===== src/rtl/core/cpu8_alu_with_bcd_assert.svh =====
// Assertion macros for the 8-bit ALU core.
// No dependencies; included by the top level only.
`ifndef CPU8_ALU_WITH_BCD_ASSERT_SVH
`define CPU8_ALU_WITH_BCD_ASSERT_SVH

// Same-cycle implication, disabled while reset is asserted.
`define CPU8ALU_ASSERT_NOW(label, clk_sig, rstn_sig, ante, cons, msg) \
	label: assert property (@(posedge clk_sig) disable iff (!rstn_sig) (ante) |-> (cons)) \
		else $error(msg);

// Next-cycle implication, disabled while reset is asserted.
`define CPU8ALU_ASSERT_NEXT(label, clk_sig, rstn_sig, ante, cons, msg) \
	label: assert property (@(posedge clk_sig) disable iff (!rstn_sig) (ante) |=> (cons)) \
		else $error(msg);

`endif


===== src/rtl/core/cpu8alu_pkg.sv =====
// Package for the 8-bit ALU core: word types, op and destination codes,
// flag positions and decimal-adjust constants. No dependencies.
`timescale 1ns / 1ps
`default_nettype none

package cpu8alu_pkg;

	// operation codes
	localparam logic [3:0] OP_ADC = 4'd0;
	localparam logic [3:0] OP_SBC = 4'd1;
	localparam logic [3:0] OP_AND = 4'd2;
	localparam logic [3:0] OP_ORA = 4'd3;
	localparam logic [3:0] OP_EOR = 4'd4;
	localparam logic [3:0] OP_BIT = 4'd5;
	localparam logic [3:0] OP_INC = 4'd6;
	localparam logic [3:0] OP_DEC = 4'd7;
	localparam logic [3:0] OP_INX = 4'd8;
	localparam logic [3:0] OP_INY = 4'd9;
	localparam logic [3:0] OP_DEX = 4'd10;
	localparam logic [3:0] OP_DEY = 4'd11;

	// destination codes
	localparam logic [2:0] DEST_ACC  = 3'd0;
	localparam logic [2:0] DEST_X    = 3'd1;
	localparam logic [2:0] DEST_Y    = 3'd2;
	localparam logic [2:0] DEST_MEM  = 3'd3;
	localparam logic [2:0] DEST_NONE = 3'd4;

	// status bit positions
	localparam int FLAG_N = 7;
	localparam int FLAG_V = 6;
	localparam int FLAG_D = 3;
	localparam int FLAG_Z = 1;
	localparam int FLAG_C = 0;

	// decimal adjust
	localparam logic [4:0] BCD_DIGIT_MAX = 5'd9;
	localparam logic [3:0] BCD_ADJ_LO    = 4'd6;
	localparam logic [3:0] BCD_LO_WRAP   = 4'd10;
	localparam logic [8:0] BCD_HI_LIMIT  = 9'h0A0;
	localparam logic [9:0] BCD_ADJ_HI    = 10'h060;

	typedef struct packed {
		logic [3:0] op;
		logic [7:0] acc_in;
		logic [7:0] index_in;
		logic [7:0] operand;
		logic [7:0] status_in;
	} alu_req_t;

	typedef struct packed {
		logic [7:0] value_out;
		logic [2:0] destination;
		logic [7:0] status_out;
	} alu_rsp_t;

	// decimal unit results
	typedef struct packed {
		logic [7:0] add_value;
		logic       add_n;
		logic       add_v;
		logic       add_c;
		logic [7:0] sub_value;
	} bcd_res_t;

endpackage

`default_nettype wire


===== src/rtl/core/cpu8alu_bcd.sv =====
// Decimal-mode add and subtract adjust for the 8-bit ALU core.
// Depends on cpu8alu_pkg.
`timescale 1ns / 1ps
`default_nettype none

module cpu8alu_bcd
	import cpu8alu_pkg::*;
(
	input  wire logic [7:0] a,
	input  wire logic [7:0] b,
	input  wire logic       carry_in,
	output bcd_res_t        res
);

	logic [4:0] add_lo;
	logic [4:0] add_lo_adj;
	logic [8:0] add_hi;
	logic [9:0] add_hi_fix;
	logic [5:0] sub_lo;
	logic [5:0] sub_lo_adj;
	logic [9:0] sub_hi;
	logic [9:0] sub_hi_fix;

	// add: low digit, then high digit on top of adjusted low
	always_comb begin
		add_lo = {1'b0, a[3:0]} + {1'b0, b[3:0]} + {4'b0, carry_in};
		if (add_lo > BCD_DIGIT_MAX) begin
			add_lo_adj = {1'b1, add_lo[3:0] + BCD_ADJ_LO};
		end else begin
			add_lo_adj = add_lo;
		end
		add_hi = {1'b0, a[7:4], 4'b0} + {1'b0, b[7:4], 4'b0} + {4'b0, add_lo_adj};
		if (add_hi >= BCD_HI_LIMIT) begin
			add_hi_fix = {1'b0, add_hi} + BCD_ADJ_HI;
		end else begin
			add_hi_fix = {1'b0, add_hi};
		end
	end

	// subtract: signed digit differences, borrow adjusts
	always_comb begin
		sub_lo = {2'b0, a[3:0]} - {2'b0, b[3:0]} + {5'b0, carry_in} - 6'd1;
		if (sub_lo[5]) begin
			sub_lo_adj = {2'b11, sub_lo[3:0] + BCD_LO_WRAP};
		end else begin
			sub_lo_adj = sub_lo;
		end
		sub_hi = {2'b0, a[7:4], 4'b0} - {2'b0, b[7:4], 4'b0} + {{4{sub_lo_adj[5]}}, sub_lo_adj};
		if (sub_hi[9]) begin
			sub_hi_fix = sub_hi - BCD_ADJ_HI;
		end else begin
			sub_hi_fix = sub_hi;
		end
	end

	assign res.add_value = add_hi_fix[7:0];
	assign res.add_n     = add_hi[7];
	assign res.add_v     = ~(a[7] ^ b[7]) & (a[7] ^ add_hi[7]);
	assign res.add_c     = |add_hi_fix[9:8];
	assign res.sub_value = sub_hi_fix[7:0];

endmodule

`default_nettype wire


===== src/rtl/core/cpu8alu_exec.sv =====
// Combinational operation decode and flag update for the 8-bit ALU core.
// Depends on cpu8alu_pkg and cpu8alu_bcd.
`timescale 1ns / 1ps
`default_nettype none

module cpu8alu_exec
	import cpu8alu_pkg::*;
(
	input  wire alu_req_t req,
	output alu_rsp_t      rsp
);

	logic       carry;
	logic       dec_mode;
	logic [7:0] b_eff;
	logic [8:0] sum;
	logic       bin_v;
	logic [7:0] inc_m;
	logic [7:0] dec_m;
	logic [7:0] inc_ix;
	logic [7:0] dec_ix;
	bcd_res_t   bcd;

	assign carry    = req.status_in[FLAG_C];
	assign dec_mode = req.status_in[FLAG_D];
	assign b_eff    = (req.op == OP_SBC) ? ~req.operand : req.operand;
	assign sum      = {1'b0, req.acc_in} + {1'b0, b_eff} + {8'b0, carry};
	assign bin_v    = ~(req.acc_in[7] ^ b_eff[7]) & (req.acc_in[7] ^ sum[7]);
	assign inc_m    = req.operand + 8'd1;
	assign dec_m    = req.operand - 8'd1;
	assign inc_ix   = req.index_in + 8'd1;
	assign dec_ix   = req.index_in - 8'd1;

	cpu8alu_bcd u_bcd (
		.a        (req.acc_in),
		.b        (req.operand),
		.carry_in (carry),
		.res      (bcd)
	);

	always_comb begin
		logic [7:0] st;
		logic [7:0] val;
		logic [2:0] dest;
		logic       nz_en;
		st    = req.status_in;
		val   = 8'h00;
		dest  = DEST_NONE;
		nz_en = 1'b0;
		unique case (req.op)
			OP_ADC: begin
				dest       = DEST_ACC;
				st[FLAG_Z] = (sum[7:0] == 8'h00);
				if (dec_mode) begin
					val        = bcd.add_value;
					st[FLAG_N] = bcd.add_n;
					st[FLAG_V] = bcd.add_v;
					st[FLAG_C] = bcd.add_c;
				end else begin
					val        = sum[7:0];
					st[FLAG_N] = sum[7];
					st[FLAG_V] = bin_v;
					st[FLAG_C] = sum[8];
				end
			end
			OP_SBC: begin
				// flags always from the binary difference
				dest       = DEST_ACC;
				val        = dec_mode ? bcd.sub_value : sum[7:0];
				st[FLAG_N] = sum[7];
				st[FLAG_Z] = (sum[7:0] == 8'h00);
				st[FLAG_V] = bin_v;
				st[FLAG_C] = sum[8];
			end
			OP_AND: begin
				val = req.acc_in & req.operand; dest = DEST_ACC; nz_en = 1'b1;
			end
			OP_ORA: begin
				val = req.acc_in | req.operand; dest = DEST_ACC; nz_en = 1'b1;
			end
			OP_EOR: begin
				val = req.acc_in ^ req.operand; dest = DEST_ACC; nz_en = 1'b1;
			end
			OP_BIT: begin
				st[FLAG_N] = req.operand[7];
				st[FLAG_V] = req.operand[6];
				st[FLAG_Z] = ((req.acc_in & req.operand) == 8'h00);
			end
			OP_INC: begin
				val = inc_m; dest = DEST_MEM; nz_en = 1'b1;
			end
			OP_DEC: begin
				val = dec_m; dest = DEST_MEM; nz_en = 1'b1;
			end
			OP_INX: begin
				val = inc_ix; dest = DEST_X; nz_en = 1'b1;
			end
			OP_INY: begin
				val = inc_ix; dest = DEST_Y; nz_en = 1'b1;
			end
			OP_DEX: begin
				val = dec_ix; dest = DEST_X; nz_en = 1'b1;
			end
			OP_DEY: begin
				val = dec_ix; dest = DEST_Y; nz_en = 1'b1;
			end
			default: begin
				// unused codes: no-op
				val  = 8'h00;
				dest = DEST_NONE;
			end
		endcase
		if (nz_en) begin
			st[FLAG_N] = val[7];
			st[FLAG_Z] = (val == 8'h00);
		end
		rsp.value_out   = val;
		rsp.destination = dest;
		rsp.status_out  = st;
	end

endmodule

`default_nettype wire


===== src/rtl/core/cpu8_alu_with_bcd.sv =====
// Top level of the 8-bit ALU core with decimal-mode add and subtract.
// Depends on cpu8alu_pkg, cpu8alu_exec, cpu8alu_bcd and the assertion header.
`timescale 1ns / 1ps
`default_nettype none
`include "cpu8_alu_with_bcd_assert.svh"

// Usage
// -----
// Command channel: drive a word on req and raise start; the word is taken at
// any rising edge where start is high and busy is low. busy is never raised:
// the core takes a new word every cycle.
// Result channel: rsp carries value, destination and updated status; done
// marks it for exactly one cycle and the receiver must take it then, since
// it cannot stall the core.
// Path: a taken word is held in the input register, passes the combinational
// ALU into the result register, and then shows on rsp with done high.
// Throughput: one word per cycle, sustained. The figure is set by the single
// combinational pass (binary add, decimal adjust, flag merge) between the
// input register and the result register.
// Reset: arst_n low clears both valid flags at once; no result is shown
// until a new word is taken. Payload registers are not reset.
// Status bits not touched by an op pass straight through, D included.
module cpu8_alu_with_bcd
	import cpu8alu_pkg::*;
(
	input  wire logic     clk,
	input  wire logic     arst_n,
	input  wire logic     start,
	output logic          busy,
	input  wire alu_req_t req,
	output logic          done,
	output alu_rsp_t      rsp
);

	logic     accept;
	logic     valid_s1;
	alu_req_t req_s1;
	alu_rsp_t rsp_comb;
	logic     valid_s2;
	alu_rsp_t rsp_s2;

	// never stalls: the ALU pass is combinational and the receiver cannot push back
	assign busy   = 1'b0;
	assign accept = start & ~busy;

	// stage 1: input register
	always_ff @(posedge clk or negedge arst_n) begin
		if (!arst_n) begin
			valid_s1 <= 1'b0;
		end else begin
			valid_s1 <= accept;
		end
	end

	always_ff @(posedge clk) begin
		if (accept) begin
			req_s1 <= req;
		end
	end

	// single combinational pass
	cpu8alu_exec u_exec (
		.req (req_s1),
		.rsp (rsp_comb)
	);

	// stage 2: result register, drives the strobe and result word
	always_ff @(posedge clk or negedge arst_n) begin
		if (!arst_n) begin
			valid_s2 <= 1'b0;
		end else begin
			valid_s2 <= valid_s1;
		end
	end

	always_ff @(posedge clk) begin
		if (valid_s1) begin
			rsp_s2 <= rsp_comb;
		end
	end

	assign done = valid_s2;
	assign rsp  = rsp_s2;

	// checks
	`CPU8ALU_ASSERT_NEXT(a_accept_to_s1, clk, arst_n, accept, valid_s1,
		"accepted word lost at stage 1")
	`CPU8ALU_ASSERT_NEXT(a_s1_to_done, clk, arst_n, valid_s1 == 1'b1, done,
		"stage 1 word not strobed out")
	`CPU8ALU_ASSERT_NOW(a_dest_range, clk, arst_n, done,
		rsp.destination == DEST_ACC || rsp.destination == DEST_X ||
		rsp.destination == DEST_Y || rsp.destination == DEST_MEM ||
		rsp.destination == DEST_NONE,
		"destination code out of range")
	`CPU8ALU_ASSERT_NOW(a_none_zero, clk, arst_n, done && rsp.destination == DEST_NONE,
		rsp.value_out == 8'h00, "value not zero for no destination")
	`CPU8ALU_ASSERT_NOW(a_status_pass, clk, arst_n, done,
		rsp.status_out[5:2] == $past(req.status_in[5:2], 2),
		"untouched status bits changed")

endmodule

`default_nettype wire


===== config.mk =====
export PLATFORM = sky130hd
export DESIGN_NAME = cpu8_alu_with_bcd
export DESIGN_NICKNAME = d
export VERILOG_FILES = /design/src/rtl/core/cpu8alu_pkg.sv /design/src/rtl/core/cpu8alu_bcd.sv /design/src/rtl/core/cpu8alu_exec.sv /design/src/rtl/core/cpu8_alu_with_bcd.sv
export VERILOG_INCLUDE_DIRS = /design/src /design/src/rtl/core
export SDC_FILE = /design/constraint.sdc
export NUM_CORES = 1
export LEC_CHECK = 0
export BUFFER_PORTS_ARGS = -buffer_cell sky130_fd_sc_hd__buf_4
export CAP_MARGIN = 40
export CORE_MARGIN = 2
export CORE_UTILIZATION = 45
export DETAILED_ROUTE_END_ITERATION = 12
export SLEW_MARGIN = 15
export SYNTH_ARGS = -nofsm -noshare
export SYNTH_HDL_FRONTEND = slang
export SYNTH_HIERARCHICAL = 1
export SYNTH_SLANG_ARGS = --single-unit

===== constraint.sdc =====
create_clock -name clk -period 14.5 [get_ports clk]
set_input_delay 1.45 -clock clk [delete_from_list [all_inputs] [get_ports clk]]
set_output_delay 1.45 -clock clk [all_outputs]
set_load 0.02 [all_outputs]

==> results.md <==
- Max_cap viols: 0
- Required time of the critical path: 14.67 ns
- H-tree Lvls: 3
- Ys async rst share: 3.509%
- DR vias/cell: roughly 5.7
- Die H: 110.7 microns
- Top cells by area, synth: edfxtp_1 (32%), ha_1 (16%), xnor2_1 (4.4%), fa_1 (4.3%), inv_1 (4.0%)
- Commonest cells in the synthesized netlist: ha_1 (64), edfxtp_1 (55), inv_1 (55), a21oi_1 (28), xnor2_1 (26)
- Initial antenna violation count: 0
- Seq pwr share: between 20% and 30%
- Area leader, netlist: edfxtp_1
- DRC Markers: 0
- Layout cells sized above 1: a little under a fifth
- Layout Cells excl Fill: 706
- CTS Buf Count: 9
- #FFs+latches synth: 57
- Die area: 12250 sq um
- Iteration count of the initial detailed-routing pass: 6
- Die X-Extent: 110.7 microns
- First-pass GRT wire length: 21310 microns
- Yosys warning total: 6
- DP Worst Slack: 8.321 ns
- Leak pwr: 2.620 nW
- Cells resized by post-CTS repair: 0
- Layout area overhead: 16.50%
- Final Critical Period: ~6.3 ns
- Routed Antenna Nets: 0
- Vias in the first global route: 3996
- Clk_lat worst skew: approximately 0.34 ns
- # setup viols final: 0
- RSZ-0062 raised after global routing: no
- CP max FO: 7
- Pwr Total: 0.7654 mW
- Hold Path Depth: 0
- TritonCTS clock tree: done
- # rows: 38
- Cts hold-fix bufs: 0
- Final period utilization: between 40 and 50%
- Core Box Area: 10980 sq um
- Pwr/cell area: 128.3 nW/um^2
- FF/Latch Area: 1702 sq um
- CP arrival: 6.47 ns
- Mapped cell area: about 5100 sq um
- Grt ovf: 0
- FF-to-FF path depth: 25
- P_sw: 0.2703 mW
- Part of the power in combinational logic: 41.1%
- Clk pwr share: just over 30%
- # diodes: 0
- Synth cell types: 68
- Most frequent cell after synthesis: ha_1
- I/O pin count: 60
- Peak Freq: 0.1587 GHz
- Post-synth top area share: 32.26%
- Initial core utilization: 46.62%
- Largest net degree at the start of global routing: 38
- Least-Margin Pin Slew: 0.9057 ns
- Post-Place Cells: between 600 and 700
- Max-Slew Margin vs Limit: 39.15%
- Detailed placement HPWL: 10150 microns
- Worst Hold Class: flop to flop
- Setup CP Type: flop to flop
- Internal power: 0.4951 mW
- DRT iter0 DRCs: 268
- Final Max Tran Viols: 0
- Layout Nets: 675
- Outcome: completed
- Syn nets: 620
- Final Hold Fails: 0
- Worst setup margin: 8.200 ns
- Syn_area_per_cell: ~10 sq um
- Fin Setup TNS: 0 ns
- Sink Count: 57
- Clock Tree Buf Depth: 2
- WL final: 13040 microns
- Global placer's final weighted congestion: 0.9320
- Worst Skew: a little over 0.007 ns
- Via count: 4030
- Post-CTS Setup Bufs: 0
- Root Buffer: clkbuf_16
- GRT Total Usage: approximately 22%
- Critical path capture point type: flop
- Footprint of the multi-input gates: 3109 sq um
- Filler cells: 993
- Switching portion of total power: 35.32%
- EDFF count, synth: between 50 and 60
- CP Launch Type: flop
- Post-synthesis cell count: 506
- Maximum vdd ir drop: between 0.00008 and 0.00009 V
- Seq/Total Area, Yosys: 33.24%
- Main synth FF type: edfxtp_1
- Clock-pin slew on the worst setup and hold paths: 0.05 ns
- Per-cell routed wire length: 18.47 microns
- PortBufs: 58
power by group through the flow:
stage / logic [mW] / clock network (mW) / registers (mW)
after floorplan: 0.224 / 0 / 0.223
after global placement: 0.304 / 0 / 0.221
after detailed placement: 0.310 / 0 / 0.221
after CTS: 0.313 / 0.238 / 0.218
after global routing: 0.349 / 0.247 / 0.220
final: 0.315 / 0.233 / 0.218
flip-flops by register name, summed over array words and instances, names as in the netlist:
register / flops
rsp: 19
done: 1
req_s1: 36
valid_s1: 1
final cells by class:
cell class              count  share of cell area [%]
clock buffers              10                   4.007
flip-flops and latches     57                   28.53
clock inverters             6                   1.510
repair buffers             59                   7.426
well taps                 140                   2.937
inverters                  55                   3.461
multi-input cells         379                   52.13
critical path: stages, from the launching register on:
cell	delay, ns
edfxtp_1	0.52
fa_1	0.48
fa_1	0.44
xor2_2	0.31
ha_1	0.20
nand2_1	0.06
nand2_1	0.09
a31oi_2	0.19
fa_1	0.41
inv_1	0.06
ha_1	0.15
inv_1	0.05
fa_1	0.37
xor2_1	0.22
nor4_1	0.46
nand3_1	0.15
o311a_2	0.39
o31ai_4	0.09
xnor2_1	0.11
mux2i_1	0.21
a21oi_1	0.10
o31ai_1	0.11
o2111ai_1	0.13
or4_1	0.43
nand4b_1	0.21
o31ai_2	0.19
logic make-up (layout without fill, tap and decap cells):
group                    after synthesis  count (layout)  synth area share (%)
AO/OA/AOI/OAI                        125             125                 16.98
AND/OR/NAND/NOR                      123             123                 13.22
adder cells (fa/ha/maj)               75              75                 19.94
buffers and inverters                 70             130                 6.036
flip-flops                            57              57                 33.24
XOR/XNOR                              39              39                 7.258
multiplexers                          16              16                 3.250
other                                  1               1               0.07324
through the flow:
stage,instance area (sq um),utilization [%],hold slack [ns]
3_5_place_dp,5635,51.31,0.4065
4_1_cts,5964,54.31,0.4225
5_1_grt,5964,54.31,0.4412
2_1_floorplan,5120,-,0.4899
3_3_place_gp,5635,51.31,0.4009
6_report,5964,54.31,0.4200
cells in the final DEF, fill, tap and decap left out, types with 12 or more instances in the layout:
master / count
a21o_1: 12
a21oi_1: 28
buf_4: 59
edfxtp_1: 55
ha_1: 64
inv_1: 55
nand2_1: 21
nand2b_1: 15
nor2_1: 25
o21ai_0: 24
xnor2_1: 26
metal layers:
layer / vias up / global-route usage [%] / share of wire [%]
li1: 1948 / - / -
met1: 1940 / 30.03 / 47
met2: 127 / 36.85 / 47
met3: 15 / 4.483 / 4.8
met4: 0 / 6.333 / 1.5
met5: - / 0 / 0
path summary, 6_finish.rpt:
path	slack, ns	startpoint	to
min in group asynchronous	0.88	arst_n	done
max in group asynchronous	13.53	arst_n	valid_s1
worst min register to register	0.42	req_s1[4]	rsp[4]
worst max-delay path	8.20	req_s1[8]	rsp[1]
worst min-delay path	0.42	req_s1[4]	rsp[4]
worst max register to register	8.20	req_s1[8]	rsp[1]
No activity file was read; power rests on OpenSTA's default activity.
